===== src/sv/hltg_pkg.sv =====
// Shared constants, codes and types of the HighLife tile generation unit.
package hltg_pkg;

  localparam int BOARD_SIDE = 8;
  localparam int CELL_W     = 5;
  localparam int CELL_MAX   = 31;
  localparam int GROWTH     = 8;
  localparam int HIGH_BIRTH = 6;
  localparam int ADDR_W     = 3;
  localparam int EDGE_W     = 8;
  localparam int EDGE_IDX_W = $clog2(EDGE_W);
  localparam int BSUM_W     = 11;
  localparam int STEADY_W   = 8;
  localparam int GEN_W      = 12;
  localparam int ROW_W      = $clog2(BOARD_SIDE);
  localparam int SUM_W      = $clog2(BOARD_SIDE * BOARD_SIDE * CELL_MAX + 1);
  localparam int CFG_IDX_W  = 3;
  localparam int CFG_DATA_W = 12;

  localparam logic [STEADY_W-1:0] STASIS_RESET  = 8'd50;
  localparam logic [GEN_W-1:0]    GEN_LIM_RESET = 12'd1000;

  typedef enum logic [2:0] {
    OP_WRITE = 3'd0,
    OP_HALO  = 3'd1,
    OP_STEP  = 3'd2,
    OP_READ  = 3'd3,
    OP_CLEAR = 3'd4
  } op_t;

  typedef enum logic [1:0] {
    EDGE_TOP    = 2'd0,
    EDGE_RIGHT  = 2'd1,
    EDGE_BOTTOM = 2'd2,
    EDGE_LEFT   = 2'd3
  } edge_t;

  typedef enum logic [CFG_IDX_W-1:0] {
    CFG_HIGHLIFE = 3'd0,
    CFG_MONO     = 3'd1,
    CFG_STASIS   = 3'd2,
    CFG_GEN_LIM  = 3'd3,
    CFG_REVERSE  = 3'd4
  } cfg_idx_t;

  typedef enum logic [2:0] {
    ST_IDLE,
    ST_EXEC,
    ST_STEP,
    ST_SUM,
    ST_DECIDE,
    ST_RESULT
  } state_t;

  // Live bits that one lane shows its neighbors for the row under update.
  typedef struct packed {
    logic above;
    logic cur;
    logic below;
  } nbr_t;

  // Control shared by every lane of the chain.
  typedef struct packed {
    logic              shift;
    logic              first;
    logic              last;
    logic              clear;
    logic              highlife;
    logic              mono;
    logic [ROW_W-1:0]  row;
    logic [CELL_W-1:0] wr_data;
  } lane_ctrl_t;

endpackage


===== src/sv/hltg_lane.sv =====
// One column lane of the tile: holds a column of cells and applies the rule row by row.
module hltg_lane
  import hltg_pkg::*;
(
  input  logic                  clk,
  input  logic                  rst_n,
  input  lane_ctrl_t            ctrl,
  input  logic                  wr_en,
  input  nbr_t                  left_nbr,
  input  nbr_t                  right_nbr,
  input  logic                  top_halo,
  input  logic                  bottom_halo,
  output nbr_t                  own_nbr,
  output logic [CELL_W-1:0]     rd_value,
  output logic [CELL_W-1:0]     tail_value,
  output logic [BOARD_SIDE-1:0] live
);

  logic [CELL_W-1:0] col_r [BOARD_SIDE];
  logic              above_r;
  logic              cur_live;
  logic              below_live;
  logic              above_live;
  logic [3:0]        cnt;
  logic              next_live;
  logic [CELL_W:0]   grown;
  logic [CELL_W-1:0] new_value;

  // The head of the column is the row being updated; the next entry is the row below.
  assign cur_live   = (col_r[0] != '0);
  assign below_live = ctrl.last ? bottom_halo : (col_r[1] != '0);
  assign above_live = ctrl.first ? top_halo : above_r;
  assign own_nbr    = '{above: above_live, cur: cur_live, below: below_live};

  always_comb begin
    cnt = 4'(above_live) + 4'(below_live)
        + 4'(left_nbr.above) + 4'(left_nbr.cur) + 4'(left_nbr.below)
        + 4'(right_nbr.above) + 4'(right_nbr.cur) + 4'(right_nbr.below);
    if (cnt == 4'd2) begin
      next_live = cur_live;
    end else if (cnt == 4'd3) begin
      next_live = 1'b1;
    end else if (cnt == 4'(HIGH_BIRTH)) begin
      next_live = ctrl.highlife;
    end else begin
      next_live = 1'b0;
    end
    grown = {1'b0, col_r[0]} + (CELL_W + 1)'(GROWTH);
    if (!next_live) begin
      new_value = '0;
    end else if (ctrl.mono || grown > (CELL_W + 1)'(CELL_MAX)) begin
      new_value = CELL_W'(CELL_MAX);
    end else begin
      new_value = grown[CELL_W-1:0];
    end
  end

  // During a step the column rotates: the updated head goes to the tail.
  always_ff @(posedge clk) begin
    if (!rst_n) begin
      for (int i = 0; i < BOARD_SIDE; i++) col_r[i] <= '0;
      above_r <= 1'b0;
    end else if (ctrl.clear) begin
      for (int i = 0; i < BOARD_SIDE; i++) col_r[i] <= '0;
    end else if (ctrl.shift) begin
      for (int i = 0; i < BOARD_SIDE - 1; i++) col_r[i] <= col_r[i+1];
      col_r[BOARD_SIDE-1] <= new_value;
      above_r <= cur_live;
    end else if (wr_en) begin
      col_r[ctrl.row] <= ctrl.wr_data;
    end
  end

  assign rd_value   = col_r[ctrl.row];
  assign tail_value = col_r[BOARD_SIDE-1];

  always_comb begin
    for (int i = 0; i < BOARD_SIDE; i++) live[i] = (col_r[i] != '0);
  end

endmodule


===== src/sv/highlife_tile_generation_unit.sv =====
// Top level of the HighLife tile generation unit: command sequencer, halo and lane chain.
//
// The unit holds one square tile of a Life or HighLife automaton as a chain of column
// lanes, one lane per column, each keeping its column of 5-bit brightness values. Every
// input transfer carries one operation and yields exactly one result transfer that shows
// the tile after the operation. A write, halo load, read, clear or undefined operation
// goes from the execute state straight to the result state; a step first sweeps the
// board, the lanes updating it one row per cycle and rotating their columns, then
// closes the sum in the sum state and applies the clear rules in the decide state.
// A new operation is taken once the previous one has produced its result, even while
// that result still waits in the output register. The board resets at once, so no
// clearing pass follows reset. Configuration must be written through the cfg port
// only while idle (the unit does not check this); writes to unused indexes are ignored.
module highlife_tile_generation_unit
  import hltg_pkg::*;
(
  input  logic                  clk,
  input  logic                  rst_n,
  // in_tdata, from bit 0: cell_col[3], cell_row[3], write_value[5], edge_select[2],
  // edge_bits[8], zero fill to 24 bits.
  input  logic                  in_tvalid,
  output logic                  in_tready,
  input  logic [23:0]           in_tdata,
  // in_tuser: operation[3].
  input  logic [2:0]            in_tuser,
  // out_tdata, from bit 0: read_value[5], brightness_sum[11], steady_count[8],
  // board_cleared[1], out_edge_top[8], out_edge_right[8], out_edge_bottom[8],
  // out_edge_left[8], zero fill to 64 bits.
  output logic                  out_tvalid,
  input  logic                  out_tready,
  output logic [63:0]           out_tdata,
  input  logic                  cfg_valid,
  output logic                  cfg_ready,
  input  logic [CFG_IDX_W-1:0]  cfg_index,
  input  logic [CFG_DATA_W-1:0] cfg_data
);

  localparam logic [ROW_W-1:0] ROW_LAST = ROW_W'(BOARD_SIDE - 1);

  // Reverses the bit order of an incoming halo edge.
  function automatic logic [EDGE_W-1:0] flip_edge(input logic [EDGE_W-1:0] v);
    logic [EDGE_W-1:0] r;
    for (int i = 0; i < EDGE_W; i++) r[i] = v[EDGE_W-1-i];
    return r;
  endfunction

  // Halo positions off the board, beyond the edge width or at the corners are dead.
  function automatic logic halo_bit(input logic [EDGE_W-1:0] mask, input int pos);
    logic b;
    b = 1'b0;
    if (pos >= 0 && pos < EDGE_W && pos < BOARD_SIDE) b = mask[pos[EDGE_IDX_W-1:0]];
    return b;
  endfunction

  // Configuration registers.
  logic                highlife_r;
  logic                mono_r;
  logic [STEADY_W-1:0] stasis_r;
  logic [GEN_W-1:0]    gen_limit_r;
  logic [3:0]          reverse_r;

  // Sequencer and bookkeeping state.
  state_t              state_r, state_nxt;
  op_t                 cmd_op_r;
  logic [ADDR_W-1:0]   cmd_col_r;
  logic [ADDR_W-1:0]   cmd_row_r;
  logic [CELL_W-1:0]   cmd_wval_r;
  logic [1:0]          cmd_esel_r;
  logic [EDGE_W-1:0]   cmd_ebits_r;
  logic [ROW_W-1:0]    row_cnt_r, row_cnt_nxt;
  logic [SUM_W-1:0]    acc_r, acc_nxt;
  logic [SUM_W-1:0]    prior_r, prior_nxt;
  logic [STEADY_W-1:0] steady_r, steady_nxt;
  logic [GEN_W-1:0]    gen_r, gen_nxt;
  logic [BSUM_W-1:0]   bsum_r, bsum_nxt;
  logic                cleared_r, cleared_nxt;
  logic [EDGE_W-1:0]   halo_r [4];
  logic [EDGE_W-1:0]   halo_nxt [4];

  // Result register.
  logic                out_valid_r;
  logic [63:0]         out_data_r;
  logic                out_load;

  // Lane chain.
  lane_ctrl_t          lane_ctrl;
  logic                lane_clear;
  logic                lane_shift;
  logic                wr_go;
  logic                addr_ok;
  nbr_t                lane_nbr [BOARD_SIDE];
  logic [CELL_W-1:0]   lane_rd [BOARD_SIDE];
  logic [CELL_W-1:0]   lane_tail [BOARD_SIDE];
  logic [BOARD_SIDE-1:0] lane_live [BOARD_SIDE];
  nbr_t                left_halo_nbr;
  nbr_t                right_halo_nbr;
  logic [SUM_W-1:0]    tail_sum;
  logic                any_live;

  // Step decision terms.
  logic                sum_same;
  logic [CELL_W-1:0]   rd_sel;
  logic [EDGE_W-1:0]   edge_top, edge_right, edge_bottom, edge_left;

  assign in_tready  = (state_r == ST_IDLE);
  assign cfg_ready  = 1'b1;
  assign out_tvalid = out_valid_r;
  assign out_tdata  = out_data_r;

  assign addr_ok = (int'(cmd_col_r) < BOARD_SIDE) && (int'(cmd_row_r) < BOARD_SIDE);

  always_comb begin
    lane_ctrl.shift    = lane_shift;
    lane_ctrl.first    = (row_cnt_r == '0);
    lane_ctrl.last     = (row_cnt_r == ROW_LAST);
    lane_ctrl.clear    = lane_clear;
    lane_ctrl.highlife = highlife_r;
    lane_ctrl.mono     = mono_r;
    lane_ctrl.row      = ROW_W'(cmd_row_r);
    lane_ctrl.wr_data  = cmd_wval_r;
  end

  // The left and right halo columns act as the outer neighbors of the edge lanes.
  always_comb begin
    left_halo_nbr.above  = halo_bit(halo_r[EDGE_LEFT], int'(row_cnt_r) - 1);
    left_halo_nbr.cur    = halo_bit(halo_r[EDGE_LEFT], int'(row_cnt_r));
    left_halo_nbr.below  = halo_bit(halo_r[EDGE_LEFT], int'(row_cnt_r) + 1);
    right_halo_nbr.above = halo_bit(halo_r[EDGE_RIGHT], int'(row_cnt_r) - 1);
    right_halo_nbr.cur   = halo_bit(halo_r[EDGE_RIGHT], int'(row_cnt_r));
    right_halo_nbr.below = halo_bit(halo_r[EDGE_RIGHT], int'(row_cnt_r) + 1);
  end

  for (genvar c = 0; c < BOARD_SIDE; c++) begin : g_lane
    nbr_t left_in;
    nbr_t right_in;
    if (c == 0) begin : g_left_edge
      assign left_in = left_halo_nbr;
    end else begin : g_left_inner
      assign left_in = lane_nbr[c-1];
    end
    if (c == BOARD_SIDE - 1) begin : g_right_edge
      assign right_in = right_halo_nbr;
    end else begin : g_right_inner
      assign right_in = lane_nbr[c+1];
    end

    hltg_lane u_lane (
      .clk         (clk),
      .rst_n       (rst_n),
      .ctrl        (lane_ctrl),
      .wr_en       (wr_go && (int'(cmd_col_r) == c)),
      .left_nbr    (left_in),
      .right_nbr   (right_in),
      .top_halo    (halo_bit(halo_r[EDGE_TOP], c)),
      .bottom_halo (halo_bit(halo_r[EDGE_BOTTOM], c)),
      .own_nbr     (lane_nbr[c]),
      .rd_value    (lane_rd[c]),
      .tail_value  (lane_tail[c]),
      .live        (lane_live[c])
    );
  end

  // The tails hold the row finished in the previous cycle; their sum feeds the total.
  always_comb begin
    tail_sum = '0;
    any_live = 1'b0;
    for (int c = 0; c < BOARD_SIDE; c++) begin
      tail_sum = tail_sum + SUM_W'(lane_tail[c]);
      any_live = any_live | (|lane_live[c]);
    end
  end

  // Outgoing edge masks keep at most the low edge width of the board.
  always_comb begin
    edge_top    = '0;
    edge_right  = '0;
    edge_bottom = '0;
    edge_left   = '0;
    for (int i = 0; i < EDGE_W; i++) begin
      if (i < BOARD_SIDE) begin
        edge_top[i]    = lane_live[i][0];
        edge_bottom[i] = lane_live[i][BOARD_SIDE-1];
        edge_left[i]   = lane_live[0][i];
        edge_right[i]  = lane_live[BOARD_SIDE-1][i];
      end
    end
  end

  // A read outside the board, and every other operation, reports zero.
  assign rd_sel = (cmd_op_r == OP_READ && addr_ok) ? lane_rd[ROW_W'(cmd_col_r)] : '0;

  assign sum_same = (acc_r == prior_r);

  always_comb begin
    state_nxt   = state_r;
    row_cnt_nxt = row_cnt_r;
    acc_nxt     = acc_r;
    prior_nxt   = prior_r;
    steady_nxt  = steady_r;
    gen_nxt     = gen_r;
    bsum_nxt    = bsum_r;
    cleared_nxt = cleared_r;
    for (int e = 0; e < 4; e++) halo_nxt[e] = halo_r[e];
    lane_clear  = 1'b0;
    lane_shift  = 1'b0;
    wr_go       = 1'b0;
    out_load    = 1'b0;

    unique case (state_r)
      ST_IDLE: begin
        if (in_tvalid) state_nxt = ST_EXEC;
      end
      ST_EXEC: begin
        state_nxt   = ST_RESULT;
        bsum_nxt    = '0;
        cleared_nxt = 1'b0;
        unique case (cmd_op_r)
          OP_WRITE: wr_go = addr_ok;
          OP_HALO: begin
            // Reversal follows the mask in force when the edge is loaded.
            halo_nxt[cmd_esel_r] = reverse_r[cmd_esel_r] ? flip_edge(cmd_ebits_r)
                                                         : cmd_ebits_r;
          end
          OP_STEP: begin
            row_cnt_nxt = '0;
            acc_nxt     = '0;
            state_nxt   = ST_STEP;
          end
          OP_CLEAR: begin
            lane_clear = 1'b1;
            prior_nxt  = '0;
            steady_nxt = '0;
            gen_nxt    = '0;
          end
          default: ;
        endcase
      end
      ST_STEP: begin
        lane_shift = 1'b1;
        if (row_cnt_r != '0) acc_nxt = acc_r + tail_sum;
        if (row_cnt_r == ROW_LAST) begin
          state_nxt = ST_SUM;
        end else begin
          row_cnt_nxt = row_cnt_r + 1'b1;
        end
      end
      ST_SUM: begin
        acc_nxt   = acc_r + tail_sum;
        state_nxt = ST_DECIDE;
      end
      ST_DECIDE: begin
        state_nxt = ST_RESULT;
        bsum_nxt  = BSUM_W'(acc_r);
        if (sum_same) begin
          if (steady_r != '1) steady_nxt = steady_r + 1'b1;
        end else begin
          steady_nxt = '0;
          prior_nxt  = acc_r;
        end
        if (gen_r != '1) gen_nxt = gen_r + 1'b1;
        // Extinction or a long run of unchanged sums restarts the whole history.
        if (acc_r == '0 || steady_nxt > stasis_r) begin
          lane_clear  = 1'b1;
          gen_nxt     = '0;
          prior_nxt   = '0;
          steady_nxt  = '0;
          cleared_nxt = 1'b1;
        end
        // Running past the generation limit clears only the cells and the count.
        if (gen_nxt > gen_limit_r) begin
          lane_clear  = 1'b1;
          gen_nxt     = '0;
          cleared_nxt = 1'b1;
        end
      end
      ST_RESULT: begin
        if (!out_valid_r || out_tready) begin
          out_load  = 1'b1;
          state_nxt = ST_IDLE;
        end
      end
      default: state_nxt = ST_IDLE;
    endcase
  end

  always_ff @(posedge clk) begin
    if (!rst_n) begin
      state_r   <= ST_IDLE;
      row_cnt_r <= '0;
      acc_r     <= '0;
      prior_r   <= '0;
      steady_r  <= '0;
      gen_r     <= '0;
      bsum_r    <= '0;
      cleared_r <= 1'b0;
      for (int e = 0; e < 4; e++) halo_r[e] <= '0;
    end else begin
      state_r   <= state_nxt;
      row_cnt_r <= row_cnt_nxt;
      acc_r     <= acc_nxt;
      prior_r   <= prior_nxt;
      steady_r  <= steady_nxt;
      gen_r     <= gen_nxt;
      bsum_r    <= bsum_nxt;
      cleared_r <= cleared_nxt;
      for (int e = 0; e < 4; e++) halo_r[e] <= halo_nxt[e];
    end
  end

  // Command capture on an input transfer.
  always_ff @(posedge clk) begin
    if (in_tvalid && in_tready) begin
      cmd_op_r    <= op_t'(in_tuser);
      cmd_col_r   <= in_tdata[2:0];
      cmd_row_r   <= in_tdata[5:3];
      cmd_wval_r  <= in_tdata[10:6];
      cmd_esel_r  <= in_tdata[12:11];
      cmd_ebits_r <= in_tdata[20:13];
    end
  end

  // Configuration writes.
  always_ff @(posedge clk) begin
    if (!rst_n) begin
      highlife_r  <= 1'b1;
      mono_r      <= 1'b0;
      stasis_r    <= STASIS_RESET;
      gen_limit_r <= GEN_LIM_RESET;
      reverse_r   <= '0;
    end else if (cfg_valid && cfg_ready) begin
      unique case (cfg_idx_t'(cfg_index))
        CFG_HIGHLIFE: highlife_r  <= cfg_data[0];
        CFG_MONO:     mono_r      <= cfg_data[0];
        CFG_STASIS:   stasis_r    <= cfg_data[STEADY_W-1:0];
        CFG_GEN_LIM:  gen_limit_r <= cfg_data[GEN_W-1:0];
        CFG_REVERSE:  reverse_r   <= cfg_data[3:0];
        default: ;
      endcase
    end
  end

  // Result register: loads when the slot is free or is being emptied this cycle.
  always_ff @(posedge clk) begin
    if (!rst_n) begin
      out_valid_r <= 1'b0;
    end else if (out_load) begin
      out_valid_r <= 1'b1;
    end else if (out_tready) begin
      out_valid_r <= 1'b0;
    end
  end

  always_ff @(posedge clk) begin
    if (out_load) begin
      out_data_r <= {7'd0, edge_left, edge_bottom, edge_right, edge_top,
                     cleared_r, steady_r, bsum_r, rd_sel};
    end
  end

  // A clear decided at the end of a step leaves no live cell behind.
  a_step_clear_empties: assert property (@(posedge clk) disable iff (!rst_n)
    (state_r == ST_DECIDE && lane_clear) |=> !any_live)
    else $error("board not empty after a step clear");

  // The generation count never stays above its limit once a step is closed.
  a_gen_within_limit: assert property (@(posedge clk) disable iff (!rst_n)
    (state_r == ST_RESULT && $past(state_r == ST_DECIDE)) |-> (gen_r <= gen_limit_r))
    else $error("generation count above its limit after a step");

  // Likewise the steady count never stays above the stasis limit.
  a_steady_within_limit: assert property (@(posedge clk) disable iff (!rst_n)
    (state_r == ST_RESULT && $past(state_r == ST_DECIDE)) |-> (steady_r <= stasis_r))
    else $error("steady count above the stasis limit after a step");

  // The row sweep ends after the last row and hands over to the sum stage.
  a_sweep_ends: assert property (@(posedge clk) disable iff (!rst_n)
    (state_r == ST_STEP && row_cnt_r == ROW_LAST) |=> (state_r == ST_SUM))
    else $error("row sweep did not end after the last row");

endmodule

===== config.mk =====
export PLATFORM = sky130hd
export DESIGN_NAME = highlife_tile_generation_unit
export DESIGN_NICKNAME = d
export VERILOG_FILES = /design/src/sv/hltg_pkg.sv /design/src/sv/hltg_lane.sv /design/src/sv/highlife_tile_generation_unit.sv
export SDC_FILE = /design/constraint.sdc
export NUM_CORES = 1
export LEC_CHECK = 0
export BUFFER_PORTS_ARGS = -buffer_cell sky130_fd_sc_hd__buf_2
export CELL_PAD_IN_SITES_DETAIL_PLACEMENT = 0
export CELL_PAD_IN_SITES_GLOBAL_PLACEMENT = 1
export CORE_UTILIZATION = 55
export DETAILED_ROUTE_END_ITERATION = 6
export PLACE_DENSITY = 0.83
export SETUP_SLACK_MARGIN = 0.02
export SYNTH_ARGS = -nofsm -noshare
export SYNTH_HDL_FRONTEND = slang
export SYNTH_SLANG_ARGS = --single-unit
export TNS_END_PERCENT = 30

===== constraint.sdc =====
create_clock -name clk -period 10 [get_ports clk]
set_clock_uncertainty 0.1 [all_clocks]
set_input_delay 1 -clock clk [delete_from_list [all_inputs] [get_ports clk]]
set_output_delay 1 -clock clk [all_outputs]
set_load 0.05 [all_outputs]

== After elaboration in Yosys (flattened, before gate mapping) ==
Memory sizes are Yosys's and may differ from the RTL's. A register that Yosys moved wholly into a read port is not among the register bits.
Index checks and enable logic that the tools add are counted.

* Word-level logic and storage cells: 757
* Memories: 9
* Input bits: 47
* RAM bits: 352
* Bits in registers: 176

{| class="wikitable"
|+ Memories
! name !! words !! width !! read ports !! clocked after Yosys merged registers in !! write ports !! RTL line !! RTL
|-
| g_lane[0].u_lane.col_r || 8 || 5 || 9 || 1 || 8 || hltg_lane.sv:19 || <nowiki>logic [CELL_W-1:0] col_r [BOARD_SIDE];</nowiki>
|-
| g_lane[1].u_lane.col_r || 8 || 5 || 9 || 1 || 8 || hltg_lane.sv:19 ||
|-
| g_lane[2].u_lane.col_r || 8 || 5 || 9 || 1 || 8 || hltg_lane.sv:19 ||
|-
| g_lane[3].u_lane.col_r || 8 || 5 || 9 || 1 || 8 || hltg_lane.sv:19 ||
|-
| g_lane[4].u_lane.col_r || 8 || 5 || 9 || 1 || 8 || hltg_lane.sv:19 ||
|-
| g_lane[5].u_lane.col_r || 8 || 5 || 9 || 1 || 8 || hltg_lane.sv:19 ||
|-
| 3 more memories || - || - || - || - || - || - ||
|}

* Muxes and demuxes: 338
* Bitwise logic cells: 135
* Add/subtract/negate cells: 77
* Equality and inequality tests: 57
* Reductions and logical operators: 90
* $lt $le $gt $ge: 21

{| class="wikitable"
|+ Operators by type and width
! operator !! number
|-
| 5-bit two-way mux || 154
|-
| 4-bit by 1-bit adder with 4-bit output || 48
|-
| 5-bit nonzero test || 34
|-
| 1-bit bitwise OR || 132
|-
| 1-bit two-way mux || 120
|-
| 8-bit two-way mux || 11
|-
| 3-bit two-way mux || 22
|-
| 4-bit by 2-bit == test with 1-bit output, second input constant || 16
|-
| 32-bit two-way mux || 2
|-
| 12-bit two-way mux || 5
|-
| 11-bit two-way mux || 5
|-
| 5-bit by 4-bit adder with 6-bit output, second input constant || 8
|-
| 6-bit by 5-bit > comparator with 1-bit output, second input constant || 8
|-
| 11-bit case mux with 2 select lines || 2
|-
| 5-bit OR reduction || 8
|-
| 11-bit case mux with 3 select lines || 1
|-
| 32-bit bitwise mux || 1
|-
| 4-bit by 3-bit == test with 1-bit output, second input constant || 8
|-
| 3-bit == test, second input constant || 9
|-
| 3-bit by 2-bit == test with 1-bit output, second input constant || 8
|-
| 12-bit case mux with 2 select lines || 1
|-
| 1-bit binary-select mux with 3-bit select || 6
|-
| 3-bit case mux with 6 select lines || 1
|-
| 1-bit by 1-bit adder with 2-bit output || 8
|-
| other kinds (48) || 100
|}

== Logic depth before layout (Yosys ltp) ==
Gate-level depths: netlist of run 1.

* Depth after elaboration: 17
* Gate-level depth with buffers: 22
* Mapped depth without buffers: 20

== Hierarchy ==
Synthesis of run 1 repeated with hierarchy kept, for this count alone.

* Cells, all modules: 2683
* Area, all modules: 30818.3 um2

{| class="wikitable"
|+ Modules (own cells, without submodules)
! module !! area each (um2) !! times used !! cells an instance !! sequential area each (um2)
|-
| highlife_tile_generation_unit || 10181.0 || 1 || 954 || 4694.5
|-
| hltg_lane (g_lane[2].u_lane ...) || 2565.0 || 2 || 213 || 1221.2
|-
| hltg_lane (g_lane[7].u_lane) || 2677.6 || 1 || 237 || 1221.2
|-
| hltg_lane (g_lane[1].u_lane) || 2623.8 || 1 || 230 || 1221.2
|-
| hltg_lane (g_lane[3].u_lane) || 2558.7 || 1 || 209 || 1221.2
|-
| hltg_lane (g_lane[5].u_lane) || 2557.5 || 1 || 211 || 1221.2
|-
| hltg_lane (g_lane[0].u_lane) || 2556.2 || 1 || 218 || 1221.2
|-
| hltg_lane (g_lane[6].u_lane) || 2533.7 || 1 || 198 || 1221.2
|}

== Least setup slack after synthesis of run 1 ==
OpenSTA, ideal clock, no wires.

* Kind: reg2reg
* Start: register row_cnt_r[0]
* End: memory g_lane[4].u_lane.col_r[7][0] (data pin)
* Cell stages (with the launch flop): 19
* Setup time: 267 ps
* Data required time: 9633 ps
* Slack: 5355 ps
* Arrival: 4278 ps
* Period minus slack after synthesis: 4645 ps
* Path buffers: 1
* Path through: dfxtp_1 > clkinv_1 > ha_1 > nand2b_1 > buf_2 > mux2i_1 > inv_1 > ha_1 > fa_1 > inv_1 > fa_1 > inv_1 > fa_1 > inv_1 > fa_1 > xnor2_1 > or3_1 > nand4_1 > o22ai_1

{| class="wikitable"
|+ RTL lines
! item !! RTL line !! RTL
|-
| start: declaration || highlife_tile_generation_unit.sv:70 || <nowiki>logic [ROW_W-1:0] row_cnt_r, row_cnt_nxt;</nowiki>
|-
| start signal: assignment || highlife_tile_generation_unit.sv:299 || <nowiki>row_cnt_r <= row_cnt_nxt;</nowiki>
|-
| end: declaration || hltg_lane.sv:19 ||
|}

==> flow_metrics.env, run 1 <==
export IMPL_fin_area_um2=31100
export IMPL_cts_tree="yes"
export IMPL_cts_hold_buffers=0
export IMPL_nNetsFinal=2750
export IMPL_gp_congestion=0.933
export IMPL_peakVddDrop_uv=149
export IMPL_placedInstanceArea_um2=29300
export IMPL_rrSetupSlack_ns=3.65
export IMPL_dr_total_vias=21113
export IMPL_fillCellCount=4152
export IMPL_antenna_left=0
export IMPL_crit_reg2reg_capture="g_lane[3].u_lane.col_r[6][3]"
export IMPL_maxCapViolCount=0
export IMPL_hold_end="out_tdata[24]"
export IMPL_critPathMostFrequentCell="o21ai_0"
export IMPL_synth_edf_count=397
export IMPL_layout_min_cycle_time_ns=6.35
export IMPL_setup_tns_ns=0
export IMPL_power_switching_w=0.00162
export IMPL_hold_class="reg -> reg"
export IMPL_initial_utilization_pct=55.7
export IMPL_placed_cells=3187
export IMPL_syn_cell_area_um2=28600
export IMPL_crit_fanout=64
export IMPL_tightest_slew_ns=1.22
export IMPL_wl_per_cell_um=25.0
export IMPL_async_reset_ff_share_pct=0
export IMPL_p_int_w=0.00407
export IMPL_max_freq_mhz=158
export IMPL_hold_viol=0
export IMPL_clkLatencyLatePin_ns=0.63
export IMPL_grt_usage_pct=31.2
export IMPL_cts_buffers=56
export IMPL_worstPathRequired_ns=10.15
export IMPL_grt_pass1_vias=19911
export IMPL_synth_simple_area_share_pct=13.0
export IMPL_p_leak_nw=11.4
export IMPL_p_comb_share_pct=17.5
export IMPL_dr_pass1_iters=6
export IMPL_dp_hpwl_um=58700
export IMPL_synth_cell_type_count=69
export IMPL_yosys_warnings=0
export IMPL_final_common_cell="nand2_1"
export IMPL_wirelength_um=82400
export IMPL_slew_headroom_pct=18.6
export IMPL_yosysTopAreaCell="edfxtp_1"
export IMPL_cts_root_buf="clkbuf_16"
export IMPL_crit_start="acc_r[0]"
export IMPL_antenna_found_initial=0
export IMPL_synth_fa_ha_area_share_pct=7.77
export IMPL_start_kind="flop"
export IMPL_synth_top_area_share_pct=41.7
export IMPL_rsz0062_at_grt="false"
export IMPL_drt_iter0_markers=2550
export IMPL_cts_sinks=527
export IMPL_cp_data_arrival_time_ns=6.50
export IMPL_p_total_w=0.00569
export IMPL_io_pins=114
export IMPL_drive_above_1_share_pct=14.0
export IMPL_hold_worst_slack_ns=0.342
export IMPL_grt_pass1_wl_um=123000
export IMPL_die_area_um2=52900
export IMPL_p_sw_share_pct=28.5
export IMPL_yosys_register_bits=527
export IMPL_crit_path_top_delay_cell="buf_4"
export IMPL_syn2layout_area_growth_pct=8.62
export IMPL_cts_max_path_buffers=3
export IMPL_synth_top_family_by_area="simple AND/OR/NAND/NOR gates"
export IMPL_synth_xor_area_share_pct=1.01
export IMPL_sequentialPowerShare_pct=47.1
export IMPL_p_per_area_nw_per_um2=183
export IMPL_min_path_cells=0
export IMPL_gr_total_overflow=0
export IMPL_reg2reg_depth=19
export IMPL_synth_area_per_cell_um2=11.2
export IMPL_crit_chain="xor2_1, nor4_1, nand3_1, a311oi_1, ha_1, a21oi_1, o21ai_0, o21ai_0, nand3_1, a21oi_1, ha_1, nor2b_1, o211ai_1, a211o_1, a31oi_1, o21a_1, a211oi_4, buf_4, o21ai_0"
export IMPL_period_share_pct=63.5
export IMPL_die_h_um=230
export IMPL_path_class="reg -> reg"
export IMPL_path_clk_slew_ns=0.06
export IMPL_grt_max_degree=117
export IMPL_status="finished, final reports clean"
export IMPL_synth_area_mux_share_pct=10.6
export IMPL_layout_cells_non_filler=3292
export IMPL_cpPeakStageDelay_ns=0.69
export IMPL_synth_cells=2555
export IMPL_post_cts_resized=0
export IMPL_slew_viol_final=0
export IMPL_ctsHtreeMaxLevel=2
export IMPL_port_buffers=102
export IMPL_die_width_um=230
export IMPL_synth_compound_area_share_pct=12.5
export IMPL_min_from="cleared_r"
export IMPL_worstSetupEndpointType="flop"
export IMPL_core_area_um2=51300
export IMPL_finalSetupViolCount=0
export IMPL_clock_power_share_pct=35.4
export IMPL_synth_seq_area_share_pct=50.8
export IMPL_reg2reg_from="acc_r[0]"
export IMPL_ys_flop_type="edfxtp_1"
export IMPL_diodes=0
export IMPL_post_cts_buffers=0
export IMPL_avgViaCountPerCell=6.41
export IMPL_route_detailed_drc=0
export IMPL_final_cell_mix="nand2_1 (453), edfxtp_1 (397), o21ai_0 (346)"
export IMPL_core_rowCount=83
export IMPL_ys_top_cells_by_area="edfxtp_1 (42%), dfxtp_1 (9.1%), mux4_2 (8.9%), o21ai_0 (6.1%), nand2_1 (5.9%)"
==> synthesized netlist by cell type (11+ instances only) <==
master	instances
dfxtp_1	130
o21ai_1	34
fa_1	66
buf_1	13
mux2_2	11
o21ai_0	346
o211a_1	30
nand3_1	18
nand2_1	453
a21oi_1	50
or4_1	11
mux2i_1	35
inv_1	98
nor3b_1	14
nor2_1	102
nor3_1	71
buf_4	23
o211ai_1	11
a21boi_0	15
and2_1	20
o22ai_1	45
buf_2	33
xor2_1	23
ha_1	72
clkbuf_1	93
a22oi_1	28
nor2b_1	38
mux4_2	113
edfxtp_1	397
a211oi_1	11
nand4_1	15
==> cell families (layout without fill, tap and decap cells) <==
group | after synthesis | count (layout)
XOR/XNOR | 33 | 33
adder cells (fa/ha/maj) | 138 | 138
buffers and inverters | 276 | 327
AND/OR/NAND/NOR | 809 | 809
flip-flops | 527 | 527
AO/OA/AOI/OAI | 611 | 611
multiplexers | 159 | 159
other | 2 | 8
==> stage by stage <==
step           setup WS, ns  utilization, %
3_3_place_gp           3.86            57.1
6_report               3.65            60.5
4_1_cts                3.71            60.5
2_1_floorplan          5.35               -
3_5_place_dp           3.72            57.1
5_1_grt                3.22            60.5
==> power by group through the flow <==
stage	combinational [W]	clock, W	sequential [W]
2_1_floorplan	0.000762	0	0.00263
3_3_place_gp	0.000951	0	0.00271
3_5_place_dp	0.000985	0	0.00272
4_1_cts	0.000990	0.00204	0.00267
5_1_grt	0.00110	0.00211	0.00269
6_report	0.000996	0.00202	0.00268
==> worst max-delay path, delay by kind of cell, from the launching register on <==
family | cells | cell delay [ns]
compound gates | 11 | 2.68
simple gates | 4 | 1.23
buf+inv | 1 | 0.69
fa+ha+maj | 2 | 0.62
flops | 1 | 0.51
xor+xnor | 1 | 0.11
==> flip-flops by register name, summed over array words and instances (netlist names), 3 cells and up, named ones only <==
name and flops:
steady_r 8, gen_limit_r 12, bsum_r 11, stasis_r 8
cmd_op_r 3, acc_r 11, out_tdata 53, state_r 3
row_cnt_r 3, cmd_wval_r 5, cmd_ebits_r 8, prior_r 11
cmd_col_r 3, g_lane.u_lane.above_r 8, gen_r 12, cmd_row_r 3
g_lane.u_lane.col_r 320, halo_r 32, reverse_r 4
==> layer usage <==
layer	wire [um]	share of wire, %	track usage [%]
met5	0	0	0
met4	3630	4.4	14.2
met3	9040	11	6.55
met2	38100	46	48.8
met1	31600	38	42.0
==> worst max-delay path by stage <==
stage	depth (start not counted)	to
global placement	19	g_lane[0].u_lane.col_r[4][2]
floorplan	18	g_lane[4].u_lane.col_r[7][0]
global route	19	g_lane[3].u_lane.col_r[6][3]
CTS	19	g_lane[3].u_lane.col_r[6][3]
finish	19	g_lane[3].u_lane.col_r[6][3]
detailed placement	19	g_lane[3].u_lane.col_r[6][3]
==> final cells by class <==
type | count | area (um^2) | area share (%)
repair buffers | 123 | 668 | 2.15
flip-flops and latches | 527 | 14500 | 46.8
inverters | 99 | 372 | 1.20
well taps | 680 | 851 | 2.74
clock buffers | 75 | 1580 | 5.10
multi-input cells | 1758 | 12900 | 41.4
clock inverters | 30 | 188 | 0.604
Note: power is estimated with default switching activity, not from simulation.
==> run 2, diff against run 1 <==
--- a/config.mk
+++ b/config.mk
@@ -8,9 +8,9 @@
 export BUFFER_PORTS_ARGS = -buffer_cell sky130_fd_sc_hd__buf_2
 export CELL_PAD_IN_SITES_DETAIL_PLACEMENT = 0
 export CELL_PAD_IN_SITES_GLOBAL_PLACEMENT = 1
-export CORE_UTILIZATION = 55
+export CORE_UTILIZATION = 51
 export DETAILED_ROUTE_END_ITERATION = 6
-export PLACE_DENSITY = 0.83
+export PLACE_DENSITY = 0.78
 export SETUP_SLACK_MARGIN = 0.02
 export SYNTH_ARGS = -nofsm -noshare
 export SYNTH_HDL_FRONTEND = slang
==> constraint.sdc (replaced) <==
create_clock -name clk -period 6.2 [get_ports clk]
set_clock_uncertainty 0.1 [all_clocks]
set_input_delay 0.62 -clock clk [delete_from_list [all_inputs] [get_ports clk]]
set_output_delay 0.62 -clock clk [all_outputs]
set_load 0.05 [all_outputs]
==> run 2 against run 1 <==
Maximum frequency rose by 14%. Register-to-register slack got worse by 3.0 ns. Sequential power rose by 61%. Routed wire length rose by 6.0%. Flip-flop and latch count did not move. Global-route usage fell by 0.12 points. First-iteration DRC count fell by 6.2%. Cell count rose by 2.6%. Clock-buffer cell count fell by 2. Die area rose by 7.8%. Highest routed layer unchanged.
==> flow_metrics.env, run 2 (synthesized netlist as in run 1, its figures left out) <==
export IMPL_nNetsFinal=2767
export IMPL_avgViaCountPerCell=6.27
export IMPL_worstPathRequired_ns=6.37
export IMPL_clock_power_share_pct=36.5
export IMPL_syn2layout_area_growth_pct=9.72
export IMPL_drt_iter0_markers=2393
export IMPL_final_common_cell="nand2_1"
export IMPL_peakVddDrop_uv=239
export IMPL_largest_register_ffs=320
export IMPL_period_share_pct=89.7
export IMPL_setup_tns_ns=0
export IMPL_cts_hold_buffers=0
export IMPL_port_buffers=102
export IMPL_critPathMostFrequentCell="o21ai_0"
export IMPL_cts_max_path_buffers=3
export IMPL_dr_pass1_iters=6
export IMPL_io_pins=114
export IMPL_layout_min_cycle_time_ns=5.56
export IMPL_path_clk_slew_ns=0.06
export IMPL_antenna_left=0
export IMPL_core_rowCount=86
export IMPL_finalSetupViolCount=0
export IMPL_dr_total_vias=21183
export IMPL_grt_pass1_wl_um=130000
export IMPL_drive_above_1_share_pct=14.4
export IMPL_crit_family="compound AO/OA/AOI/OAI gates"
export IMPL_grt_max_degree=256
export IMPL_crit_path_top_delay_cell="dfxtp_1"
export IMPL_cp_data_arrival_time_ns=5.73
export IMPL_slew_viol_final=0
export IMPL_p_int_w=0.00670
export IMPL_maxCapViolCount=0
export IMPL_p_sw_share_pct=28.5
export IMPL_antenna_found_initial=1
export IMPL_grt_pass1_vias=20618
export IMPL_cp_buffers_inverters=1
export IMPL_layout_cells_non_filler=3378
export IMPL_die_h_um=239
export IMPL_cpPeakStageDelay_ns=0.49
export IMPL_fin_ws_ns=0.636
export IMPL_die_width_um=239
export IMPL_cts_sinks=527
export IMPL_hold_class="in -> reg"
export IMPL_tightest_slew_ns=1.27
export IMPL_gr_total_overflow=0
export IMPL_worstSetupEndpointType="flop"
export IMPL_final_core_util_pct=56.8
export IMPL_core_area_um2=55200
export IMPL_p_comb_share_pct=17.4
export IMPL_clkLatencyLatePin_ns=0.64
export IMPL_power_switching_w=0.00267
export IMPL_p_leak_nw=11.5
export IMPL_cts_tree="yes"
export IMPL_p_total_w=0.00937
export IMPL_path_class="reg -> reg"
export IMPL_diodes=0
export IMPL_wirelength_um=87300
export IMPL_start_kind="flop"
export IMPL_hold_viol=0
export IMPL_max_freq_mhz=180
export IMPL_cts_root_buf="clkbuf_16"
export IMPL_dp_hpwl_um=60900
export IMPL_crit_chain="xor2_1, nor4_1, nand3_1, a311oi_1, ha_1, a21oi_1, o21ai_0, o21ai_0, nand3_2, a21oi_1, ha_1, nor2b_1, o211ai_1, a211o_1, a31oi_1, o21a_1, a211oi_4, buf_12, o21ai_0"
export IMPL_p_per_area_nw_per_um2=299
export IMPL_initial_utilization_pct=51.8
export IMPL_gp_congestion=0.907
export IMPL_regMostFlops="g_lane.u_lane.col_r"
export IMPL_fillCellCount=4591
export IMPL_route_detailed_drc=0
export IMPL_cts_buffers=57
export IMPL_dp_slack_ns=0.573
export IMPL_die_area_um2=57000
export IMPL_final_cell_mix="nand2_1 (453), edfxtp_1 (397), o21ai_0 (346)"
export IMPL_crit_fanout=64
export IMPL_wl_per_cell_um=25.9
export IMPL_status="finished, final reports clean"
export IMPL_rsz0062_at_grt="false"
export IMPL_grt_usage_pct=31.1
export IMPL_placed_cells=3271
export IMPL_sequentialPowerShare_pct=46.1
export IMPL_ctsHtreeMaxLevel=2
export IMPL_slew_headroom_pct=15.6
-- run 2: cell type report --
cell class | count | area, um^2 | area share, %
multi-input combinational | 1758 | 12900 | 41.0
clock buffer | 73 | 1540 | 4.90
sequential | 527 | 14500 | 46.3
tap | 748 | 936 | 2.98
clock inverter | 34 | 314 | 1.00
inverter | 99 | 372 | 1.18
timing repair buffer | 139 | 813 | 2.59
-- run 2: timing repair --
| action | 4_1_cts | 5_1_grt |
|---|---|---|
| gates resized for setup | 0 | 1 |
| setup buffers | 0 | 0 |
| endpoints found under the hold margin | 0 | 0 |
| endpoints found under the setup margin | 0 | 300 |
-- run 2: final timing paths --
kind                                  start                           end  slack (ns)  depth (start not counted)
worst max-delay path               acc_r[0]  g_lane[5].u_lane.col_r[6][0]        0.64                         19
worst min-delay path            in_tdata[1]                  cmd_col_r[1]        0.05                          1
worst max register to register     acc_r[0]  g_lane[5].u_lane.col_r[6][0]        0.64                         19
worst min register to register    bsum_r[7]                 out_tdata[12]        0.35                          0
-- run 2: stage by stage --
stage	hold slack [ns]	area, um^2
floorplan	0.309	28600
global route	0.0332	31400
CTS	0.0206	31400
detailed placement	0.343	29500
finish	0.0500	31400
global placement	0.332	29500
-- run 2: power groups by stage --
stage / registers [W] / clock network, W / logic [W]
after floorplan: 0.00425 / 0 / 0.00123
after global placement: 0.00437 / 0 / 0.00158
after detailed placement: 0.00438 / 0 / 0.00162
after CTS: 0.00431 / 0.00345 / 0.00163
after global routing: 0.00434 / 0.00357 / 0.00180
final: 0.00432 / 0.00342 / 0.00163
-- run 2: per-layer routing --
metal	track usage, %	routed length, um	vias to the layer above
li1	-	-	9413
met1	41.3	33800	10395
met2	49.0	40100	1140
met3	5.52	8630	235
met4	16.2	4830	0
met5	0	0	-
==> run 3, diff against run 2 <==
--- a/config.mk
+++ b/config.mk
@@ -8,9 +8,10 @@
 export BUFFER_PORTS_ARGS = -buffer_cell sky130_fd_sc_hd__buf_2
 export CELL_PAD_IN_SITES_DETAIL_PLACEMENT = 0
 export CELL_PAD_IN_SITES_GLOBAL_PLACEMENT = 1
-export CORE_UTILIZATION = 51
+export CORE_UTILIZATION = 34
 export DETAILED_ROUTE_END_ITERATION = 6
-export PLACE_DENSITY = 0.78
+export PLACE_DENSITY = 0.55
+export RECOVER_POWER = 100
 export SETUP_SLACK_MARGIN = 0.02
 export SYNTH_ARGS = -nofsm -noshare
 export SYNTH_HDL_FRONTEND = slang
==> constraint.sdc (replaced) <==
create_clock -name clk -period 6.2 [get_ports clk]
set_clock_uncertainty 0.1 [all_clocks]
set_input_delay 0 -clock clk [delete_from_list [all_inputs] [get_ports clk]]
set_output_delay 0 -clock clk [all_outputs]
set_load 0.05 [all_outputs]
==> run 3 against run 2 <==
The flow now finishes with violations (capacitance limit, slew limit). Sequential power barely moved. Power rose by 6.6%. Non-clock buffer count rose by 93. Cell count rose by 13%. Routed wire length rose by 16%. Via count rose by 0.24%. Critical path depth did not move. Largest cell class unchanged.
==> flow_metrics.env, run 3 (synthesized netlist as in run 1, its figures left out) <==
export IMPL_regMostFlops="g_lane.u_lane.col_r"
export IMPL_hold_viol=0
export IMPL_grt_pass1_vias=20820
export IMPL_clkLatencyLatePin_ns=0.66
export IMPL_crit_chain="xor2_1, nor4_1, nand3_1, a311oi_1, ha_1, a21oi_1, o21ai_0, o21ai_0, nand3_2, a21oi_1, ha_1, nor2b_1, o211ai_1, a211o_1, a31oi_1, o21a_1, a211oi_4, buf_12, o21ai_0"
export IMPL_core_area_um2=82600
export IMPL_drt_iter0_markers=1889
export IMPL_syn2layout_area_growth_pct=14.9
export IMPL_antenna_found_initial=2
export IMPL_peakVddDrop_uv=224
export IMPL_rsz0062_at_grt="false"
export IMPL_min_from="in_tuser[2]"
export IMPL_setup_tns_ns=0
export IMPL_layout_min_cycle_time_ns=5.65
export IMPL_grt_pass1_wl_um=145000
export IMPL_cp_buffers_inverters=1
export IMPL_crit_path_top_delay_cell="dfxtp_1"
export IMPL_hold_class="in -> reg"
export IMPL_p_leak_nw=11.8
export IMPL_critPathMostFrequentCell="o21ai_0"
export IMPL_grt_usage_pct=23.4
export IMPL_drive_above_1_share_pct=12.1
export IMPL_ctsHtreeMaxLevel=2
export IMPL_crit_fanout=64
export IMPL_dp_slack_ns=0.413
export IMPL_violations="capacitance limit, slew limit"
export IMPL_status="complete, but fails checks"
export IMPL_final_common_cell="nand2_1"
export IMPL_slew_headroom_pct=-136
export IMPL_finalSetupViolCount=0
export IMPL_cts_buffers=61
export IMPL_cts_max_path_buffers=3
export IMPL_wirelength_um=101000
export IMPL_dp_hpwl_um=70900
export IMPL_dr_total_vias=21234
export IMPL_wl_per_cell_um=26.6
export IMPL_die_width_um=292
export IMPL_largest_register_ffs=320
export IMPL_route_detailed_drc=0
export IMPL_max_freq_mhz=177
export IMPL_cts_tree="yes"
export IMPL_die_h_um=292
export IMPL_path_clk_slew_ns=0.06
export IMPL_antenna_left=0
export IMPL_io_pins=114
export IMPL_maxCapViolCount=8
export IMPL_path_class="reg -> reg"
export IMPL_start_kind="flop"
export IMPL_die_area_um2=85300
export IMPL_p_total_w=0.00999
export IMPL_fin_ws_ns=0.554
export IMPL_crit_start="acc_r[4]"
export IMPL_port_buffers=102
export IMPL_gr_total_overflow=0
export IMPL_cp_data_arrival_time_ns=5.83
export IMPL_period_share_pct=91.1
export IMPL_p_per_area_nw_per_um2=304
export IMPL_placed_cells=3605
export IMPL_cts_root_buf="clkbuf_16"
export IMPL_final_core_util_pct=39.7
export IMPL_diodes=0
export IMPL_post_cts_buffers=0
export IMPL_worstPathRequired_ns=6.39
export IMPL_crit_family="compound AO/OA/AOI/OAI gates"
export IMPL_gp_congestion=0.867
export IMPL_final_cell_mix="nand2_1 (453), edfxtp_1 (397), o21ai_0 (375)"
export IMPL_nNetsFinal=2864
export IMPL_core_rowCount=105
export IMPL_cts_sinks=527
export IMPL_initial_utilization_pct=34.6
export IMPL_avgViaCountPerCell=5.59
export IMPL_layout_cells_non_filler=3801
export IMPL_reg2reg_from="acc_r[4]"
export IMPL_grt_max_degree=171
export IMPL_dr_pass1_iters=5
export IMPL_tightest_slew_ns=3.54
export IMPL_cpPeakStageDelay_ns=0.48
export IMPL_slew_viol_final=515
export IMPL_worstSetupEndpointType="flop"
run 3: area by class of cell:
type / instances / area [um^2]
clock inverters: 36 / 494
fillers: 7987 / 49800
inverters: 99 / 372
clock buffers: 79 / 1690
flip-flops and latches: 527 / 14500
multi-input cells: 1758 / 12800
well taps: 1070 / 1340
repair buffers: 232 / 1580
run 3: worst paths after layout:
check	end	cells past startpoint	slack, ns
min reg2reg	out_tdata[13]	0	0.36
max	g_lane[6].u_lane.col_r[1][2]	19	0.55
max reg2reg	g_lane[6].u_lane.col_r[1][2]	19	0.55
min	cmd_op_r[2]	2	0.04
run 3: layer usage:
metal  vias to the layer above  track usage [%]  routed length, um
met5                         -                0                 23
met4                         4             9.45               4420
met3                       192             3.87               7160
met2                       830             38.1              47100
met1                     10612             31.1              42300
li1                       9596                -                  -
run 3: what timing repair did:
action,CTS,global route
resized for setup,0,4
hold buffers,81,0
endpoints found under the setup margin,0,310
endpoints found under the hold margin,78,0
run 3: through the flow:
step / cell area (um^2) / hold WS (ns)
after floorplan: 28600 / -0.00113
after global placement: 30000 / 0.0798
after detailed placement: 30000 / 0.0811
after CTS: 33000 / 0.00544
after global routing: 32800 / 0.0239
final: 32800 / 0.0447
run 3: power breakdown:
group | internal (W) | switching [W]
Sequential | 0.00405 | 0.000272
Combinational | 0.000725 | 0.00102
Clock | 0.00237 | 0.00155
run 3: worst reg2reg max path: cells and delay by family, from the launching register on:
kind                     cells  cell delay [ns]
AO/OA/AOI/OAI               11             2.50
AND/OR/NAND/NOR              4             1.11
adder cells (fa/ha/maj)      2             0.60
flip-flops                   1             0.48
buffers and inverters        1             0.40
XOR/XNOR                     1             0.11
